File: config.mk
export PLATFORM = sky130hd
export DESIGN_NAME = wake_time_task_scheduler_core_flat
export DESIGN_NICKNAME = d
export VERILOG_FILES = /design/src/hw/rtl/wts_pkg.sv /design/src/hw/rtl/wts_req_if.sv /design/src/hw/rtl/wts_rsp_if.sv /design/src/hw/rtl/wts_cfg_if.sv /design/src/hw/rtl/wake_time_task_scheduler_core.sv /design/src/hw/rtl/wts_queue.sv /design/src/hw/rtl/wts_datapath.sv /design/src/hw/rtl/wts_ctrl.sv /design/src/flat_wrapper.sv
export SDC_FILE = /design/constraint.sdc
export NUM_CORES = 2
export LEC_CHECK = 0
export BUFFER_PORTS_ARGS = -buffer_cell sky130_fd_sc_hd__buf_4
export CORE_ASPECT_RATIO = 1.4
export CORE_MARGIN = 2
export CORE_UTILIZATION = 37
export DETAILED_ROUTE_END_ITERATION = 10
export SLEW_MARGIN = 20
export SYNTH_ARGS = -nofsm -noshare
export SYNTH_HDL_FRONTEND = slang
export SYNTH_SLANG_ARGS = --single-unit
File: constraint.sdc
create_clock -name clk -period 6.4 [get_ports clk]
set_input_delay 0.64 -clock clk [delete_from_list [all_inputs] [get_ports clk]]
set_output_delay 0.64 -clock clk [all_outputs]
set_load 0.02 [all_outputs]
File: src/hw/rtl/wts_pkg.sv
`timescale 1ns / 1ps
`default_nettype none
// ----------------------------------------------------------------------------
// wts_pkg
// Shared types and constants for the wake-time task scheduler.
// ----------------------------------------------------------------------------
package wts_pkg;

    localparam int ID_W      = 4;
    localparam int TIME_W    = 32;
    localparam int TPM_W     = 16;
    localparam int MARGIN_W  = 8;
    localparam int OP_W      = 2;
    localparam int MODE_W    = 2;
    localparam int OUT_W     = 2;
    localparam int CFG_IDX_W = 1;
    localparam int CFG_DAT_W = 16;

    localparam logic [TPM_W-1:0]    TPM_RESET    = 16'd1000;
    localparam logic [MARGIN_W-1:0] MARGIN_RESET = 8'd4;

    // offsets below this count as a wrapped timestamp
    localparam logic signed [TIME_W-1:0] WRAP_LIMIT = -32'sd16777215;

    localparam logic [CFG_IDX_W-1:0] CFG_TPM    = 1'b0;
    localparam logic [CFG_IDX_W-1:0] CFG_MARGIN = 1'b1;

    typedef enum logic [OP_W-1:0] {
        OP_QUEUE  = 2'd0,
        OP_CANCEL = 2'd1,
        OP_RUN    = 2'd2,
        OP_NONE   = 2'd3
    } wts_op_t;

    typedef enum logic [OUT_W-1:0] {
        OUT_DONE     = 2'd0,
        OUT_DISPATCH = 2'd1,
        OUT_BUSY     = 2'd2,
        OUT_SLEEP    = 2'd3
    } wts_outcome_t;

    typedef enum logic [2:0] {
        Q_NOP,
        Q_APPEND,
        Q_INSERT,
        Q_DROP,
        Q_REMOVE
    } wts_q_op_t;

    typedef enum logic [3:0] {
        ST_IDLE,
        ST_DECODE,
        ST_CANCEL,
        ST_SET,
        ST_INS_RD,
        ST_INS_CMP,
        ST_TICK_RD,
        ST_TICK_CMP,
        ST_MSEC_RD,
        ST_MSEC_CMP,
        ST_RUN_END,
        ST_DONE
    } wts_state_t;

    typedef struct packed {
        logic latch_in;
        logic cancel;
        logic set_wake;
        logic ins_rd;
        logic ins_step;
        logic ins_do;
        logic tick_rd;
        logic tick_cmp;
        logic tick_pop;
        logic msec_rd;
        logic msec_pop;
        logic run_end;
        logic load_out;
    } wts_cmd_t;

    typedef struct packed {
        logic is_queue;
        logic is_cancel;
        logic is_run;
        logic booked;
        logic ofs_pos;
        logic ins_end;
        logic ins_later;
        logic tick_empty;
        logic tick_due;
        logic msec_empty;
        logic msec_due;
    } wts_status_t;

endpackage
`default_nettype wire

File: src/hw/rtl/wts_req_if.sv
`timescale 1ns / 1ps
`default_nettype none
// ----------------------------------------------------------------------------
// wts_req_if
// Request channel: one word per scheduler request.
// ----------------------------------------------------------------------------
interface wts_req_if;
    logic                         valid;
    logic                         ready;
    logic [wts_pkg::OP_W-1:0]     opcode;
    logic [wts_pkg::ID_W-1:0]     task_id;
    logic [wts_pkg::MODE_W-1:0]   wake_mode;
    logic [wts_pkg::TIME_W-1:0]   wake_value;
    logic [wts_pkg::TIME_W-1:0]   now_ticks;
    logic [wts_pkg::TIME_W-1:0]   now_ms;

    modport source (output valid, opcode, task_id, wake_mode, wake_value, now_ticks,
                    now_ms, input ready);
    modport sink   (input valid, opcode, task_id, wake_mode, wake_value, now_ticks,
                    now_ms, output ready);
endinterface
`default_nettype wire

File: src/hw/rtl/wts_rsp_if.sv
`timescale 1ns / 1ps
`default_nettype none
// ----------------------------------------------------------------------------
// wts_rsp_if
// Response channel: one word per completed request.
// ----------------------------------------------------------------------------
interface wts_rsp_if;
    logic                        valid;
    logic                        ready;
    logic [wts_pkg::OUT_W-1:0]   outcome;
    logic [wts_pkg::ID_W-1:0]    dispatched_task;
    logic                        went_ready;
    logic                        wrap_error;

    modport source (output valid, outcome, dispatched_task, went_ready, wrap_error,
                    input ready);
    modport sink   (input valid, outcome, dispatched_task, went_ready, wrap_error,
                    output ready);
endinterface
`default_nettype wire

File: src/hw/rtl/wts_cfg_if.sv
`timescale 1ns / 1ps
`default_nettype none
// ----------------------------------------------------------------------------
// wts_cfg_if
// Configuration write channel: register index and write data.
// ----------------------------------------------------------------------------
interface wts_cfg_if;
    logic                            valid;
    logic                            ready;
    logic [wts_pkg::CFG_IDX_W-1:0]   index;
    logic [wts_pkg::CFG_DAT_W-1:0]   data;

    modport source (output valid, index, data, input ready);
    modport sink   (input valid, index, data, output ready);
endinterface
`default_nettype wire

File: src/hw/rtl/wake_time_task_scheduler_core.sv
`timescale 1ns / 1ps
`default_nettype none
// ----------------------------------------------------------------------------
// wake_time_task_scheduler_core
// Task scheduler with tick and millisecond wake queues and a ready FIFO.
// ----------------------------------------------------------------------------
// Sequence (accept to result valid): an unused op is decoded and finished; a cancel
//   also clears the task; a queue cancels a booked task, then sets its wake time and
//   either goes straight to ready or does a sorted insert, reading and comparing
//   each entry passed; a run reads and compares each queue head, then ends.
// Throughput: one request at a time, next word taken in the cycle after the result
//   loads; each wake-time lookup uses the single read port of the wake-time memory.
// Reset: queues empty, no task booked, ticks_per_msec 1000, margin 4.
// ----------------------------------------------------------------------------
module wake_time_task_scheduler_core #(
    parameter int TASKS = 16
) (
    input  wire logic  clk,
    input  wire logic  rst_n,
    wts_req_if.sink    req,
    wts_rsp_if.source  rsp,
    wts_cfg_if.sink    cfg
);
    import wts_pkg::*;

    wts_cmd_t    cmd;
    wts_status_t status;

    // config is always taken; the host is to write only while idle, which the block does not enforce
    assign cfg.ready = 1'b1;

    // sequencer: one request in flight, result held in the output register
    // so the next request can be taken while the previous word waits
    wts_ctrl u_ctrl (
        .clk       (clk),
        .rst_n     (rst_n),
        .in_valid  (req.valid),
        .in_ready  (req.ready),
        .out_valid (rsp.valid),
        .out_ready (rsp.ready),
        .status    (status),
        .cmd       (cmd)
    );

    // datapath: wake-time memory, booked flags, tick/msec/ready queues
    wts_datapath #(.TASKS(TASKS)) u_dp (
        .clk             (clk),
        .rst_n           (rst_n),
        .cmd             (cmd),
        .status          (status),
        .opcode          (req.opcode),
        .task_id         (req.task_id),
        .wake_mode       (req.wake_mode),
        .wake_value      (req.wake_value),
        .now_ticks       (req.now_ticks),
        .now_ms          (req.now_ms),
        .cfg_we          (cfg.valid),
        .cfg_index       (cfg.index),
        .cfg_data        (cfg.data),
        .outcome         (rsp.outcome),
        .dispatched_task (rsp.dispatched_task),
        .went_ready      (rsp.went_ready),
        .wrap_error      (rsp.wrap_error)
    );

endmodule
`default_nettype wire

File: src/hw/rtl/wts_queue.sv
`timescale 1ns / 1ps
`default_nettype none
// ----------------------------------------------------------------------------
// wts_queue
// Shifting queue of task ids: append, insert at position, drop head, remove id.
// ----------------------------------------------------------------------------
module wts_queue #(
    parameter int DEPTH = 16,
    localparam int IW = $clog2(DEPTH),
    localparam int CW = $clog2(DEPTH + 1)
) (
    input  wire logic               clk,
    input  wire logic               rst_n,
    input  wire wts_pkg::wts_q_op_t op,
    input  wire logic [IW-1:0]      key,
    input  wire logic [CW-1:0]      pos,
    output logic      [CW-1:0]      count,
    output logic      [IW-1:0]      head,
    output logic      [IW-1:0]      at_pos
);
    import wts_pkg::*;

    logic [IW-1:0] ids_reg  [DEPTH];
    logic [IW-1:0] ids_next [DEPTH];
    logic [CW-1:0] count_reg;
    logic [CW-1:0] count_next;
    logic          found;
    logic [CW-1:0] mpos;
    logic          not_full;

    assign not_full = count_reg < CW'(DEPTH);
    assign count    = count_reg;
    assign head     = ids_reg[0];

    // first entry holding key
    always_comb
    begin
        found = 1'b0;
        mpos  = '0;
        for (int j = DEPTH - 1; j >= 0; j--)
        begin
            if (CW'(j) < count_reg && ids_reg[j] == key)
            begin
                found = 1'b1;
                mpos  = CW'(j);
            end
        end
    end

    always_comb
    begin
        at_pos = ids_reg[0];
        for (int j = 0; j < DEPTH; j++)
        begin
            if (CW'(j) == pos)
            begin
                at_pos = ids_reg[j];
            end
        end
    end

    always_comb
    begin
        count_next = count_reg;
        for (int j = 0; j < DEPTH; j++)
        begin
            ids_next[j] = ids_reg[j];
            case (op)
                Q_APPEND:
                begin
                    if (CW'(j) == count_reg)
                    begin
                        ids_next[j] = key;
                    end
                end
                Q_INSERT:
                begin
                    if (not_full)
                    begin
                        if (CW'(j) == pos)
                        begin
                            ids_next[j] = key;
                        end
                        else if (CW'(j) > pos)
                        begin
                            ids_next[j] = ids_reg[(j == 0) ? 0 : j - 1];
                        end
                    end
                end
                Q_DROP:
                begin
                    ids_next[j] = ids_reg[(j < DEPTH - 1) ? j + 1 : j];
                end
                Q_REMOVE:
                begin
                    if (found && CW'(j) >= mpos)
                    begin
                        ids_next[j] = ids_reg[(j < DEPTH - 1) ? j + 1 : j];
                    end
                end
                default:
                begin
                    ids_next[j] = ids_reg[j];
                end
            endcase
        end
        case (op)
            Q_APPEND, Q_INSERT:
            begin
                if (not_full)
                begin
                    count_next = count_reg + 1'b1;
                end
            end
            Q_DROP:
            begin
                if (count_reg != '0)
                begin
                    count_next = count_reg - 1'b1;
                end
            end
            Q_REMOVE:
            begin
                if (found)
                begin
                    count_next = count_reg - 1'b1;
                end
            end
            default:
            begin
                count_next = count_reg;
            end
        endcase
    end

    always_ff @(posedge clk or negedge rst_n)
    begin
        if (!rst_n)
        begin
            count_reg <= '0;
        end
        else
        begin
            count_reg <= count_next;
        end
    end

    always_ff @(posedge clk)
    begin
        ids_reg <= ids_next;
    end

endmodule
`default_nettype wire

File: src/hw/rtl/wts_datapath.sv
`timescale 1ns / 1ps
`default_nettype none
// ----------------------------------------------------------------------------
// wts_datapath
// Request latch, wake-time memory, booked flags, the three queues and results.
// ----------------------------------------------------------------------------
module wts_datapath #(
    parameter int TASKS = 16,
    localparam int IW = $clog2(TASKS),
    localparam int CW = $clog2(TASKS + 1)
) (
    input  wire logic                              clk,
    input  wire logic                              rst_n,
    input  wire wts_pkg::wts_cmd_t                 cmd,
    output wts_pkg::wts_status_t                   status,
    input  wire logic [wts_pkg::OP_W-1:0]          opcode,
    input  wire logic [wts_pkg::ID_W-1:0]          task_id,
    input  wire logic [wts_pkg::MODE_W-1:0]        wake_mode,
    input  wire logic [wts_pkg::TIME_W-1:0]        wake_value,
    input  wire logic [wts_pkg::TIME_W-1:0]        now_ticks,
    input  wire logic [wts_pkg::TIME_W-1:0]        now_ms,
    input  wire logic                              cfg_we,
    input  wire logic [wts_pkg::CFG_IDX_W-1:0]     cfg_index,
    input  wire logic [wts_pkg::CFG_DAT_W-1:0]     cfg_data,
    output logic      [wts_pkg::OUT_W-1:0]         outcome,
    output logic      [wts_pkg::ID_W-1:0]          dispatched_task,
    output logic                                   went_ready,
    output logic                                   wrap_error
);
    import wts_pkg::*;

    // latched request
    logic [OP_W-1:0]     op_reg;
    logic [ID_W-1:0]     id_reg;
    logic [MODE_W-1:0]   mode_reg;
    logic [TIME_W-1:0]   val_reg;
    logic [TIME_W-1:0]   nowt_reg;
    logic [TIME_W-1:0]   nowm_reg;

    logic [TPM_W-1:0]    tpm_reg;
    logic [MARGIN_W-1:0] margin_reg;

    logic [TIME_W-1:0]   wake_mem [TASKS];
    logic [TIME_W-1:0]   rd_reg;
    logic [TIME_W-1:0]   wnew_reg;
    logic [TIME_W-1:0]   delay_reg;
    logic [TASKS-1:0]    booked_reg;
    logic [CW-1:0]       pos_reg;
    logic                tgt_msec_reg;

    logic [OUT_W-1:0]    wout_reg;
    logic [ID_W-1:0]     wdisp_reg;
    logic                went_reg;
    logic                wrap_reg;
    logic [OUT_W-1:0]    out_outcome_reg;
    logic [ID_W-1:0]     out_disp_reg;
    logic                out_went_reg;
    logic                out_wrap_reg;

    logic                id_ok;
    logic [IW-1:0]       id_idx;
    logic                is_msec;
    logic                is_rel;
    logic [TIME_W-1:0]   now_sel;
    logic [TIME_W-1:0]   wake_calc;
    logic [TIME_W-1:0]   ofs;
    logic                ofs_pos;
    logic [TIME_W-1:0]   tick_delay;
    logic                busy;
    logic                rd_en;
    logic [IW-1:0]       rd_addr;

    wts_q_op_t           tick_op;
    wts_q_op_t           msec_op;
    wts_q_op_t           rdy_op;
    logic [IW-1:0]       rdy_key;
    logic [CW-1:0]       tick_count;
    logic [CW-1:0]       msec_count;
    logic [CW-1:0]       rdy_count;
    logic [IW-1:0]       tick_head;
    logic [IW-1:0]       msec_head;
    logic [IW-1:0]       rdy_head;
    logic [IW-1:0]       tick_at;
    logic [IW-1:0]       msec_at;
    logic [IW-1:0]       rdy_at;
    logic [CW-1:0]       tgt_count;
    logic [IW-1:0]       tgt_at;

    assign id_ok   = 32'(id_reg) < 32'(TASKS);
    assign id_idx  = IW'(id_reg);
    assign is_msec = mode_reg[0];
    assign is_rel  = mode_reg[1];
    assign now_sel = is_msec ? nowm_reg : nowt_reg;

    assign wake_calc = is_rel ? now_sel + val_reg : val_reg;
    assign ofs       = is_rel ? val_reg
                              : val_reg - now_sel - (is_msec ? '0 : TIME_W'(margin_reg));
    assign ofs_pos   = $signed(ofs) > 32'sd0;

    assign tick_delay = rd_reg - nowt_reg;
    assign busy       = (tick_count != '0) && ($signed(delay_reg) < $signed(TIME_W'(tpm_reg)));

    assign tgt_count = tgt_msec_reg ? msec_count : tick_count;
    assign tgt_at    = tgt_msec_reg ? msec_at : tick_at;

    always_comb
    begin
        status.is_queue   = (op_reg == OP_QUEUE) && id_ok;
        status.is_cancel  = (op_reg == OP_CANCEL) && id_ok;
        status.is_run     = op_reg == OP_RUN;
        status.booked     = booked_reg[id_idx];
        status.ofs_pos    = ofs_pos;
        status.ins_end    = pos_reg == tgt_count;
        status.ins_later  = $signed(wnew_reg - rd_reg) > 32'sd0;
        status.tick_empty = tick_count == '0;
        status.tick_due   = $signed(tick_delay) < $signed(TIME_W'(margin_reg));
        status.msec_empty = msec_count == '0;
        status.msec_due   = $signed(rd_reg - nowm_reg) <= 32'sd0;
    end

    // queue commands
    always_comb
    begin
        tick_op = Q_NOP;
        msec_op = Q_NOP;
        rdy_op  = Q_NOP;
        rdy_key = id_idx;
        if (cmd.cancel)
        begin
            tick_op = Q_REMOVE;
            msec_op = Q_REMOVE;
            rdy_op  = Q_REMOVE;
        end
        if (cmd.ins_do)
        begin
            if (tgt_msec_reg)
            begin
                msec_op = Q_INSERT;
            end
            else
            begin
                tick_op = Q_INSERT;
            end
        end
        if (cmd.set_wake && !ofs_pos)
        begin
            rdy_op = Q_APPEND;
        end
        if (cmd.tick_pop)
        begin
            tick_op = Q_DROP;
            rdy_op  = Q_APPEND;
            rdy_key = tick_head;
        end
        if (cmd.msec_pop)
        begin
            msec_op = Q_DROP;
            rdy_op  = Q_APPEND;
            rdy_key = msec_head;
        end
        if (cmd.run_end && rdy_count != '0)
        begin
            rdy_op = Q_DROP;
        end
    end

    wts_queue #(.DEPTH(TASKS)) u_tick_q (
        .clk    (clk),
        .rst_n  (rst_n),
        .op     (tick_op),
        .key    (id_idx),
        .pos    (pos_reg),
        .count  (tick_count),
        .head   (tick_head),
        .at_pos (tick_at)
    );

    wts_queue #(.DEPTH(TASKS)) u_msec_q (
        .clk    (clk),
        .rst_n  (rst_n),
        .op     (msec_op),
        .key    (id_idx),
        .pos    (pos_reg),
        .count  (msec_count),
        .head   (msec_head),
        .at_pos (msec_at)
    );

    wts_queue #(.DEPTH(TASKS)) u_rdy_q (
        .clk    (clk),
        .rst_n  (rst_n),
        .op     (rdy_op),
        .key    (rdy_key),
        .pos    (pos_reg),
        .count  (rdy_count),
        .head   (rdy_head),
        .at_pos (rdy_at)
    );

    // wake-time memory: one write, one registered read
    assign rd_en   = cmd.ins_rd || cmd.tick_rd || cmd.msec_rd;
    assign rd_addr = cmd.ins_rd ? tgt_at : (cmd.tick_rd ? tick_head : msec_head);

    always_ff @(posedge clk)
    begin
        if (cmd.set_wake)
        begin
            wake_mem[id_idx] <= wake_calc;
        end
        if (rd_en)
        begin
            rd_reg <= wake_mem[rd_addr];
        end
    end

    // control state
    always_ff @(posedge clk or negedge rst_n)
    begin
        if (!rst_n)
        begin
            booked_reg <= '0;
            tpm_reg    <= TPM_RESET;
            margin_reg <= MARGIN_RESET;
        end
        else
        begin
            if (cfg_we && cfg_index == CFG_TPM)
            begin
                tpm_reg <= cfg_data;
            end
            if (cfg_we && cfg_index == CFG_MARGIN)
            begin
                margin_reg <= cfg_data[MARGIN_W-1:0];
            end
            if (cmd.cancel)
            begin
                booked_reg[id_idx] <= 1'b0;
            end
            if (cmd.set_wake)
            begin
                booked_reg[id_idx] <= 1'b1;
            end
            if (cmd.run_end && rdy_count != '0)
            begin
                booked_reg[rdy_head] <= 1'b0;
            end
        end
    end

    // payload
    always_ff @(posedge clk)
    begin
        if (cmd.latch_in)
        begin
            op_reg    <= opcode;
            id_reg    <= task_id;
            mode_reg  <= wake_mode;
            val_reg   <= wake_value;
            nowt_reg  <= now_ticks;
            nowm_reg  <= now_ms;
            delay_reg <= TIME_W'(tpm_reg);
            wout_reg  <= OUT_DONE;
            wdisp_reg <= '0;
            went_reg  <= 1'b0;
            wrap_reg  <= 1'b0;
        end
        if (cmd.set_wake)
        begin
            wnew_reg     <= wake_calc;
            tgt_msec_reg <= is_msec;
            pos_reg      <= '0;
            if (!ofs_pos)
            begin
                went_reg <= 1'b1;
                wrap_reg <= $signed(ofs) < WRAP_LIMIT;
            end
        end
        if (cmd.ins_step)
        begin
            pos_reg <= pos_reg + 1'b1;
        end
        if (cmd.tick_cmp)
        begin
            delay_reg <= tick_delay;
        end
        if (cmd.run_end)
        begin
            if (rdy_count != '0)
            begin
                wout_reg  <= OUT_DISPATCH;
                wdisp_reg <= ID_W'(rdy_head);
            end
            else if (busy)
            begin
                wout_reg <= OUT_BUSY;
            end
            else
            begin
                wout_reg <= OUT_SLEEP;
            end
        end
        if (cmd.load_out)
        begin
            out_outcome_reg <= wout_reg;
            out_disp_reg    <= wdisp_reg;
            out_went_reg    <= went_reg;
            out_wrap_reg    <= wrap_reg;
        end
    end

    assign outcome         = out_outcome_reg;
    assign dispatched_task = out_disp_reg;
    assign went_ready      = out_went_reg;
    assign wrap_error      = out_wrap_reg;

endmodule
`default_nettype wire

File: src/hw/rtl/wts_ctrl.sv
`timescale 1ns / 1ps
`default_nettype none
// ----------------------------------------------------------------------------
// wts_ctrl
// Request sequencer: steps the datapath through queue, cancel and run.
// ----------------------------------------------------------------------------
module wts_ctrl (
    input  wire logic                  clk,
    input  wire logic                  rst_n,
    input  wire logic                  in_valid,
    output logic                       in_ready,
    output logic                       out_valid,
    input  wire logic                  out_ready,
    input  wire wts_pkg::wts_status_t  status,
    output wts_pkg::wts_cmd_t          cmd
);
    import wts_pkg::*;

    wts_state_t state_reg;
    wts_state_t state_next;
    logic       out_valid_reg;
    logic       out_free;

    assign out_free  = !out_valid_reg || out_ready;
    assign out_valid = out_valid_reg;

    always_comb
    begin
        state_next = state_reg;
        case (state_reg)
            ST_IDLE:
            begin
                if (in_valid)
                begin
                    state_next = ST_DECODE;
                end
            end
            ST_DECODE:
            begin
                if (status.is_queue)
                begin
                    state_next = status.booked ? ST_CANCEL : ST_SET;
                end
                else if (status.is_cancel)
                begin
                    state_next = ST_CANCEL;
                end
                else if (status.is_run)
                begin
                    state_next = ST_TICK_RD;
                end
                else
                begin
                    state_next = ST_DONE;
                end
            end
            ST_CANCEL:   state_next = status.is_queue ? ST_SET : ST_DONE;
            ST_SET:      state_next = status.ofs_pos ? ST_INS_RD : ST_DONE;
            ST_INS_RD:   state_next = status.ins_end ? ST_DONE : ST_INS_CMP;
            ST_INS_CMP:  state_next = status.ins_later ? ST_INS_RD : ST_DONE;
            ST_TICK_RD:  state_next = status.tick_empty ? ST_MSEC_RD : ST_TICK_CMP;
            ST_TICK_CMP: state_next = status.tick_due ? ST_TICK_RD : ST_MSEC_RD;
            ST_MSEC_RD:  state_next = status.msec_empty ? ST_RUN_END : ST_MSEC_CMP;
            ST_MSEC_CMP: state_next = status.msec_due ? ST_MSEC_RD : ST_RUN_END;
            ST_RUN_END:  state_next = ST_DONE;
            ST_DONE:
            begin
                if (out_free)
                begin
                    state_next = ST_IDLE;
                end
            end
            default:     state_next = ST_IDLE;
        endcase
    end

    always_comb
    begin
        cmd      = '0;
        in_ready = 1'b0;
        case (state_reg)
            ST_IDLE:
            begin
                in_ready     = 1'b1;
                cmd.latch_in = in_valid;
            end
            ST_CANCEL:  cmd.cancel   = 1'b1;
            ST_SET:     cmd.set_wake = 1'b1;
            ST_INS_RD:
            begin
                cmd.ins_do = status.ins_end;
                cmd.ins_rd = !status.ins_end;
            end
            ST_INS_CMP:
            begin
                cmd.ins_step = status.ins_later;
                cmd.ins_do   = !status.ins_later;
            end
            ST_TICK_RD: cmd.tick_rd = !status.tick_empty;
            ST_TICK_CMP:
            begin
                cmd.tick_cmp = 1'b1;
                cmd.tick_pop = status.tick_due;
            end
            ST_MSEC_RD:  cmd.msec_rd  = !status.msec_empty;
            ST_MSEC_CMP: cmd.msec_pop = status.msec_due;
            ST_RUN_END:  cmd.run_end  = 1'b1;
            ST_DONE:     cmd.load_out = out_free;
            default:     cmd = '0;
        endcase
    end

    always_ff @(posedge clk or negedge rst_n)
    begin
        if (!rst_n)
        begin
            state_reg     <= ST_IDLE;
            out_valid_reg <= 1'b0;
        end
        else
        begin
            state_reg <= state_next;
            if (cmd.load_out)
            begin
                out_valid_reg <= 1'b1;
            end
            else if (out_ready)
            begin
                out_valid_reg <= 1'b0;
            end
        end
    end

    a_no_overwrite: assert property (@(posedge clk) disable iff (!rst_n)
        cmd.load_out |-> (!out_valid_reg || out_ready))
        else $error("result overwritten before taken");

    a_accept_decode: assert property (@(posedge clk) disable iff (!rst_n)
        (in_valid && in_ready) |=> (state_reg == ST_DECODE))
        else $error("accepted word not decoded");

    a_tick_pop_nonempty: assert property (@(posedge clk) disable iff (!rst_n)
        cmd.tick_pop |-> !status.tick_empty)
        else $error("pop from empty tick queue");

    a_done_to_result: assert property (@(posedge clk) disable iff (!rst_n)
        cmd.load_out |=> out_valid_reg)
        else $error("result not presented");

endmodule
`default_nettype wire
File: src/flat_wrapper.sv
// flat-port wrapper written by rule: the top's interface ports become plain ports
module wake_time_task_scheduler_core_flat import wts_pkg::*;
#(
    parameter int TASKS = 16
)
  (clk, rst_n, req_valid, req_opcode, req_task_id, req_wake_mode, req_wake_value, req_now_ticks, req_now_ms, req_ready, rsp_valid, rsp_outcome, rsp_dispatched_task, rsp_went_ready, rsp_wrap_error, rsp_ready, cfg_valid, cfg_index, cfg_data, cfg_ready);
  wts_req_if req_i ();
  wts_rsp_if rsp_i ();
  wts_cfg_if cfg_i ();
  input  wire logic clk;
  input  wire logic rst_n;
  input wire logic [$bits(req_i.valid)-1:0] req_valid;
  input wire logic [$bits(req_i.opcode)-1:0] req_opcode;
  input wire logic [$bits(req_i.task_id)-1:0] req_task_id;
  input wire logic [$bits(req_i.wake_mode)-1:0] req_wake_mode;
  input wire logic [$bits(req_i.wake_value)-1:0] req_wake_value;
  input wire logic [$bits(req_i.now_ticks)-1:0] req_now_ticks;
  input wire logic [$bits(req_i.now_ms)-1:0] req_now_ms;
  output wire logic [$bits(req_i.ready)-1:0] req_ready;
  output wire logic [$bits(rsp_i.valid)-1:0] rsp_valid;
  output wire logic [$bits(rsp_i.outcome)-1:0] rsp_outcome;
  output wire logic [$bits(rsp_i.dispatched_task)-1:0] rsp_dispatched_task;
  output wire logic [$bits(rsp_i.went_ready)-1:0] rsp_went_ready;
  output wire logic [$bits(rsp_i.wrap_error)-1:0] rsp_wrap_error;
  input wire logic [$bits(rsp_i.ready)-1:0] rsp_ready;
  input wire logic [$bits(cfg_i.valid)-1:0] cfg_valid;
  input wire logic [$bits(cfg_i.index)-1:0] cfg_index;
  input wire logic [$bits(cfg_i.data)-1:0] cfg_data;
  output wire logic [$bits(cfg_i.ready)-1:0] cfg_ready;
  assign req_i.valid = req_valid;
  assign req_i.opcode = req_opcode;
  assign req_i.task_id = req_task_id;
  assign req_i.wake_mode = req_wake_mode;
  assign req_i.wake_value = req_wake_value;
  assign req_i.now_ticks = req_now_ticks;
  assign req_i.now_ms = req_now_ms;
  assign req_ready = req_i.ready;
  assign rsp_valid = rsp_i.valid;
  assign rsp_outcome = rsp_i.outcome;
  assign rsp_dispatched_task = rsp_i.dispatched_task;
  assign rsp_went_ready = rsp_i.went_ready;
  assign rsp_wrap_error = rsp_i.wrap_error;
  assign rsp_i.ready = rsp_ready;
  assign cfg_i.valid = cfg_valid;
  assign cfg_i.index = cfg_index;
  assign cfg_i.data = cfg_data;
  assign cfg_ready = cfg_i.ready;
  wake_time_task_scheduler_core #(.TASKS(TASKS)) u_core (.clk(clk), .rst_n(rst_n), .req(req_i), .rsp(rsp_i), .cfg(cfg_i));
endmodule
# Word-level counts from Yosys, hierarchy flattened
# Memories as Yosys holds them, arrays and structs flattened. A register that Yosys moved wholly into a read port is not among the register bits.
# Index checks and enable logic that the tools add are counted.
# W data, S select, Z words.
# classes
add_sub_neg	13
n_lt_le_gt_ge	121
eq_ne	289
n_mux	498
bitwise	6
n_reduce_logical	186
# ops
operator	n
$mux W4	330
$pmux W4 S4	45
$reduce_and A5 Y1	45
$ne A2 B1 Y1 const B	105
$eq A4 B4 Y1	48
$eq A4 B5 Y1 const A	32
$mux W32	5
$sub A32 B32 Y32	4
$lt A4 B5 Y1 const A	24
$logic_and A1 B1 Y1	100
$ne A3 B1 Y1 const B	30
$ge A4 B4 Y1 const A	21
$eq A3 B5 Y1 const A	16
$mux W1	74
$gt A32 B1 Y1 const B	2
$lt A3 B5 Y1 const A	12
$mux W5	12
$ge A3 B4 Y1 const A	12
$mux W16	3
$pmux W4 S12	1
$ne A3 B3 Y1 const B	15
$pmux W5 S3	3
$eq A2 B5 Y1 const A	8
$gt A4 B5 Y1 const A	8
other kinds (53)	158
# totals
register_bits	442
mem_bits_rw	512
inputBits	126
output_inout_bits	11
memories	1
# mem_list
name	depth	word_bits	rd	rd_clocked_by_memory_dff	write_ports	line_no	rtl
u_core.u_dp.wake_mem	16	32	1	1	1	wts_datapath.sv:43	logic [TIME_W-1:0] wake_mem [TASKS];

# Longest topological paths before layout
# logic_depth
depth_word	27
depth_mapped	28
ltp_nobuf	25

# By module
# Synthesis repeated with hierarchy kept, for this count alone.
# unflattened
hier_cells	5171
area_unflattened_um2	58463.6
# by_module_without_submodules
mod	instances	cells_each	area_each_um2
wts_datapath	1	3060	39771.9
wts_queue (u_core.u_dp.u_tick_q)	1	659	6045.8
wts_queue (u_core.u_dp.u_msec_q)	1	678	6037.0
wts_queue (u_core.u_dp.u_rdy_q)	1	694	6027.0
wts_ctrl	1	78	570.5
wake_time_task_scheduler_core	1	2	11.3

# Worst setup path before layout
# Ideal clock, no wire load.
# synth_timing
path_kind	register to register
from	register u_core.u_dp.mode_reg[0]
to	register u_core.u_dp.u_rdy_q.ids_reg[36] (netlist name) (enable)
t_arrival_ps	6209
required_ps	6093
slack_ps	-117
stages_incl_launch_ff	29
n_path_buf	4
period_less_slack_ps	6517
path_cell_list	edfxtp_1 -> clkbuf_1 -> clkbuf_1 -> mux2i_1 -> fa_1 -> inv_1 -> ha_1 -> nor2_1 -> fa_1 -> nor2b_1 -> o2111ai_1 -> a21o_1 -> a21boi_0 -> o21a_1 -> o221ai_1 -> o21ai_0 -> a21o_1 -> a21oi_1 -> xor2_1 -> o21ai_0 -> or4_1 -> o21ai_0 -> a211o_1 -> clkbuf_1 -> nand2b_1 -> clkbuf_1 -> or4b_2 -> a21oi_1 -> o21a_1
# synth_via
elab_chain_cells	14
# synth_lines
item	line_no	rtl
start: declaration	wts_datapath.sv:35	logic [MODE_W-1:0] mode_reg;
start signal: assignment	wts_datapath.sv:257	mode_reg <= wake_mode;
$mux W32	wts_datapath.sv:93	assign now_sel = is_msec ? nowm_reg : nowt_reg;
$sub A32 B32 Y32	wts_datapath.sv:97	: val_reg - now_sel - (is_msec ? '0 : TIME_W'(margin_reg));
$sub A32 B8 Y32 *	wts_datapath.sv:97	
$mux W32 *	wts_datapath.sv:96	assign ofs = is_rel ? val_reg
$gt A32 B1 Y1 *	wts_datapath.sv:98	assign ofs_pos = $signed(ofs) > 32'sd0;
$logic_not A1 Y1 *	n/a	
$logic_and A1 B1 Y1 *	wts_datapath.sv:145	if (cmd.set_wake && !ofs_pos)
$mux W3 *	wts_datapath.sv:145	
$mux W3 *	wts_datapath.sv:149	if (cmd.tick_pop)
$mux W3 *	wts_datapath.sv:155	if (cmd.msec_pop)
$mux W3 *	wts_datapath.sv:161	if (cmd.run_end && rdy_count != '0)
$eq A3 B2 Y1, or another cell as far along	wts_queue.sv:68	case (op)
$ne A3 B3 Y1 (no line), or another cell as far along	n/a	
$reduce_and A5 Y1 (no line) *	n/a	
end signal: assignment	wts_queue.sv:150	ids_reg <= ids_next;
end: declaration	wts_queue.sv:23	logic [IW-1:0] ids_reg [DEPTH];
# Every way passes the cells marked *; elsewhere a longest branch is shown, timed or not.
# A chain may end at the register's enable or synchronous reset.

# Worst setup path in the final report
# layout_timing
from	register u_core.u_dp.nowm_reg[0]
to	register u_core.u_dp.u_rdy_q.ids_reg[46] (netlist name) (enable)
# layout_via
elab_chain_cells	26
# layout_lines
item	line_no	rtl
start: declaration	wts_datapath.sv:38	logic [TIME_W-1:0] nowm_reg;
start signal: assignment	wts_datapath.sv:260	nowm_reg <= now_ms;
$sub A32 B32 Y32	wts_datapath.sv:118	status.msec_due = $signed(rd_reg - nowm_reg) <= 32'sd0;
$le A32 B1 Y1	wts_datapath.sv:118	
$mux W1	wts_ctrl.sv:81	case (state_reg)
$mux W4	wts_datapath.sv:155	
$eq A4 B4 Y1	wts_queue.sv:42	if (CW'(j) < count_reg && ids_reg[j] == key)
$logic_and A1 B1 Y1	wts_queue.sv:42	
$mux W4 (16 in a row)	wts_queue.sv:42	
$ge A3 B4 Y1	wts_queue.sv:96	if (found && CW'(j) >= mpos)
$logic_and A1 B1 Y1	wts_queue.sv:96	
$ne A2 B1 Y1 (no line)	n/a	
$reduce_and A5 Y1 (no line) *	n/a	
# Marked as above.

==> flow_results.org <==
** Status
- Result of the run :: complete, but fails checks
- The checks that failed: negative setup slack.

** Timing
- The count of final max-slew check failures is 0.
- Counting I/O delays and the setup requirement, the final critical path takes 6.61 ns.
- Worst slew slack as a fraction of its limit :: 24.9%
- The hold violation total from the final report is 0.
- Highest attainable clock frequency :: 151 MHz
- Across all setup checks in the final design, the least slack found is -0.210 ns.
- Transition at the pin with the smallest max-transition slack :: 1.13 ns
- For the final database, setup skew stands at 0.0845 ns.
- Setup repair after global routing could not meet its margin everywhere.
- Setup-violating endpoint count in the final report :: 33
- Hold is met by 0.0589 ns.
- Dividing the final minimum period by the clock period gives 103%.

** Synth
- Number of synthesized flops with an enable pin :: 920
- Combinational family with the most area after synthesis :: compound AO/OA/AOI/OAI gates
- Synthesis produced a netlist whose cell count is 5050.
- Sequential share of the synthesized area :: 51.8%
- The portion of synthesized area spent on multiplexers is 8.57%.
- Synthesized-area fraction occupied by xor and xnor cells :: 4.52%
- For this run, asynchronously set or reset flops after synthesis account for 6.09%.
- Summing the areas of all and, or, nand and nor instances in the mapped netlist gives 11.3% of the synthesized area.
- Ys Warns :: 0
- When the netlist entered floorplanning its net count stood at 5406.
- The synthesized design contains 986 register bits.
- Unique masters post-synth :: 99
- For this run, the leading register cell type out of synthesis is sky130_fd_sc_hd__edfxtp_1.
- Summing the areas of all fa, ha and maj instances in the mapped netlist gives 5.25% of the synthesized area.
- Synthesized area per cell :: 11.2 um2
- Combined area of all synthesized cells :: 56500 um2
- Fraction of the mapped netlist area in compound gates :: 15.0%

** Routing
- Residual antenna-violating net count after detailed routing :: 0
- Dividing the detail-routed wire length by the instance count gives 23.9 um.
- For this run, design rule violations remaining after detail routing come to 0.
- Via-to-Cell Ratio :: 5.66
- The detailed router placed 44000 vias in this run.
- First-pass DRT Iterations :: 6
- The first routing iteration left 4037 violations.
- The routed design has 186000 um of wire.

** Die
- Starting density of the core :: 37.3%
- After floorplanning, the core was sized to cover 152000 um2.
- The die is 466 um tall.
- Standard-cell row count :: 169
- Horizontal extent of the die :: 334 um
- The die covers 156000 um2.
- 137 I/O pins were placed.

** Placement
- Quantity of I/O buffers inserted on ports :: 135
- OpenSTA, run right after detailed placement, puts the worst setup slack at -0.776 ns.
- Number of cells in the design after placement :: 7475
- Total half-perimeter wirelength after legalization and detailed placement :: 136000 um
- At the end of routability-driven placement, the weighted congestion stood at 0.931.

** Critical path
- The setup check on the worst reg-to-reg path leaves a slack of -0.21 ns.
- Critical path required time :: 6.83 ns
- STA classifies the critical path startpoint as a flop.
- Kind of end point of the critical path :: flop
- Data arrives at the worst endpoint at 7.04 ns.
- Crit Path Class :: flop to flop
- Largest fanout of any net on the critical path :: 7

** Power
- Comb pwr share :: 49.1%
- Across the VDD grid, the largest voltage drop is 0.277 mV.
- Net switching is 39.6% of the power.
- Total power per unit cell area :: 463 nW/um2
- Sequential cells burn 31.0% of the power.
- Cell internal power dissipation :: 19.4 mW
- Summed over all nets, the switching power comes to 12.7 mW.
- Relative contribution of the clock network to total power :: 19.9%
- The analysis attributes to cell leakage a power of 27.5 nW.

** Final layout
- Max reg flops :: 512
- The top cell types in the final layout, fill and taps aside, are 920 x sky130_fd_sc_hd__edfxtp_1, 704 x sky130_fd_sc_hd__buf_4, 413 x sky130_fd_sc_hd__nand2_1.
- The post-route netlist has 20.9% of its cells at a drive strength greater than 1.
- Register with the most flip-flops :: u_core.u_dp.wake_mem
- The filler cells instantiated in the layout total 13900.
- Summing all multi-input logic gate instances after layout gives 26000 um2.
- Area overhead of the layout relative to synthesis :: 22.3%
- The finished layout holds 7766 standard cells, fillers aside.
- Fin nets :: 6070
- The sequential cells in the finished layout cover a total of 29300 um2.
- Most common cell after layout, fill and taps aside :: sky130_fd_sc_hd__edfxtp_1

** Clock tree
- CTS placed an instance of sky130_fd_sc_hd__clkbuf_16 at the clock tree root.
- Clock-pin slew was measured on the worst setup and hold paths at 0.06 ns.
- The H-tree was split into 3 levels.
- For this design, the sink count on the clock tree is 986.
- Num CTS Buffers :: 101
- TritonCTS built the clock tree.
- The longest clock path from root to sink contains 3 buffers.
- Clock insertion delay at the later pin of the skew report :: 0.79 ns

** Global route
- Overall overflow remaining after global route :: 0
- The first global-routing pass estimated 274000 um of wire.
- The number of global-route vias before repair is 43800.
- Entering global routing, the biggest net connects 70 pins.
- All-Layer GR Usage :: 23.3%
- Antenna violations before repair :: 3

** Job
- Across the run, the number of max-cap violations was 0.

** Worst hold path
- Type of the most critical hold path :: input pin to flop
[power groups by stage]
| stage | Clock [mW] | Sequential, mW | Combinational (mW) |
|---|---|---|---|
| after floorplan | 0 | 9.35 | 9.05 |
| after global placement | 0 | 10.0 | 14.6 |
| after detailed placement | 0 | 10.0 | 14.7 |
| after CTS | 6.50 | 9.90 | 15.2 |
| after global routing | 6.74 | 9.99 | 17.0 |
| final | 6.36 | 9.94 | 15.7 |
[critical path: stages (launching register included)]
cell	delay, ns
sky130_fd_sc_hd__edfxtp_1	0.45
sky130_fd_sc_hd__ha_1	0.27
sky130_fd_sc_hd__fa_1	0.46
sky130_fd_sc_hd__xnor2_1	0.21
sky130_fd_sc_hd__a2111oi_2	0.31
sky130_fd_sc_hd__o2111ai_1	0.14
sky130_fd_sc_hd__or4_1	0.56
sky130_fd_sc_hd__nor4_2	0.24
sky130_fd_sc_hd__o2111ai_1	0.16
sky130_fd_sc_hd__nor4_2	0.23
sky130_fd_sc_hd__nand4_1	0.13
sky130_fd_sc_hd__buf_4	0.18
sky130_fd_sc_hd__a2111oi_4	0.35
sky130_fd_sc_hd__buf_6	0.18
sky130_fd_sc_hd__inv_2	0.11
sky130_fd_sc_hd__a31oi_4	0.33
sky130_fd_sc_hd__buf_12	0.17
sky130_fd_sc_hd__buf_4	0.12
sky130_fd_sc_hd__xnor2_2	0.10
sky130_fd_sc_hd__nand3_1	0.12
sky130_fd_sc_hd__o31a_1	0.37
sky130_fd_sc_hd__o2111a_1	0.14
sky130_fd_sc_hd__or3_4	0.36
sky130_fd_sc_hd__a211o_1	0.29
sky130_fd_sc_hd__a21oi_2	0.15
sky130_fd_sc_hd__buf_6	0.13
[synth_stat cells (19+ instances only)]
cell type | n | area share [%]
sky130_fd_sc_hd__edfxtp_1 | 920 | 49
sky130_fd_sc_hd__nand2_1 | 420 | 2.8
sky130_fd_sc_hd__mux2i_1 | 369 | 6.5
sky130_fd_sc_hd__nor2_1 | 289 | 1.9
sky130_fd_sc_hd__o21ai_0 | 272 | 2.4
sky130_fd_sc_hd__inv_1 | 270 | 1.8
sky130_fd_sc_hd__a21oi_1 | 232 | 2.1
sky130_fd_sc_hd__ha_1 | 218 | 4.8
sky130_fd_sc_hd__clkbuf_1 | 194 | 1.3
sky130_fd_sc_hd__xnor2_1 | 175 | 2.7
sky130_fd_sc_hd__a21o_1 | 129 | 1.7
sky130_fd_sc_hd__xor2_1 | 115 | 1.8
sky130_fd_sc_hd__nor3_1 | 96 | 0.85
sky130_fd_sc_hd__nand3_1 | 92 | 0.81
sky130_fd_sc_hd__mux2_2 | 90 | 1.8
sky130_fd_sc_hd__nand2b_1 | 71 | 0.79
sky130_fd_sc_hd__a32oi_1 | 65 | 1.0
sky130_fd_sc_hd__and3_1 | 65 | 0.72
sky130_fd_sc_hd__a211oi_1 | 58 | 0.77
sky130_fd_sc_hd__dfrtp_1 | 53 | 2.3
sky130_fd_sc_hd__nor2b_1 | 53 | 0.59
sky130_fd_sc_hd__a22oi_1 | 49 | 0.65
sky130_fd_sc_hd__o21a_1 | 48 | 0.64
sky130_fd_sc_hd__buf_1 | 47 | 0.31
sky130_fd_sc_hd__nand4_1 | 46 | 0.51
sky130_fd_sc_hd__o221ai_1 | 41 | 0.64
sky130_fd_sc_hd__a221o_1 | 40 | 0.71
sky130_fd_sc_hd__nor4_1 | 33 | 0.37
sky130_fd_sc_hd__o211ai_1 | 33 | 0.44
sky130_fd_sc_hd__and2_1 | 31 | 0.34
sky130_fd_sc_hd__or3_1 | 27 | 0.30
sky130_fd_sc_hd__a22o_1 | 26 | 0.40
sky130_fd_sc_hd__a31oi_1 | 26 | 0.29
sky130_fd_sc_hd__or2_2 | 22 | 0.24
sky130_fd_sc_hd__a221oi_1 | 21 | 0.33
sky130_fd_sc_hd__o22ai_1 | 19 | 0.21
[final timing paths]
| check | startpoint | end | cells past startpoint |
|---|---|---|---|
| min in group asynchronous | rst_n | u_core.u_dp.margin_reg[1] | 2 |
| worst max register to register | u_core.u_dp.nowm_reg[0] | u_core.u_dp.u_rdy_q.ids_reg[46] | 25 |
| worst min register to register | u_core.u_dp.went_reg | u_core.u_dp.went_ready | 0 |
| max in group asynchronous | rst_n | u_core.u_dp.booked_reg[4] | 3 |
| worst min-delay path | req_now_ms[30] | u_core.u_dp.nowm_reg[30] | 1 |
| worst max-delay path | u_core.u_dp.nowm_reg[0] | u_core.u_dp.u_rdy_q.ids_reg[46] | 25 |
[per-stage QoR]
step	cell area (um2)	util, %	setup TNS [ns]	power, mW
floorplan	56500	-	0	18.4
global placement	63800	42.1	-37.99	24.6
detailed placement	63800	42.1	-50.17	24.7
CTS	68600	45.3	-3.97	31.6
global route	69100	45.6	-15.56	33.7
finish	69100	45.6	-4.56	32.0
[kinds of logic (layout without fill, tap and decap cells)]
family | count (synthesis) | in the layout
buffers and inverters | 531 | 1279
flip-flops | 986 | 986
AO/OA/AOI/OAI | 1226 | 1226
multiplexers | 465 | 465
other | 1 | 3
XOR/XNOR | 291 | 291
AND/OR/NAND/NOR | 1320 | 1320
adder cells (fa/ha/maj) | 230 | 230
[area by class of cell]
class	instances	share of cell area [%]
diodes	2	0.00724
well taps	1966	3.56
clock buffers	123	3.82
multi-input cells	3533	37.7
repair buffers	817	9.81
flip-flops and latches	986	42.3
clock inverters	64	1.33
inverters	275	1.50
[metal layers]
layer / track usage [%] / part of all wire (%)
met4: 11.2 / 5.0
met5: 0 / 0.0054
met2: 39.9 / 49
met1: 29.2 / 41
met3: 2.86 / 5.3
[repair_timing]
action | 4_1_cts | 5_1_grt
hold endpoints to repair | 70 | 0
pin swaps | 40 | 31
gates resized for setup | 106 | 90
buffers inserted | 20 | 23
hold buffers | 60 | 0
setup endpoints to repair | 281 | 347
No activity file was read; power rests on OpenSTA's default activity.
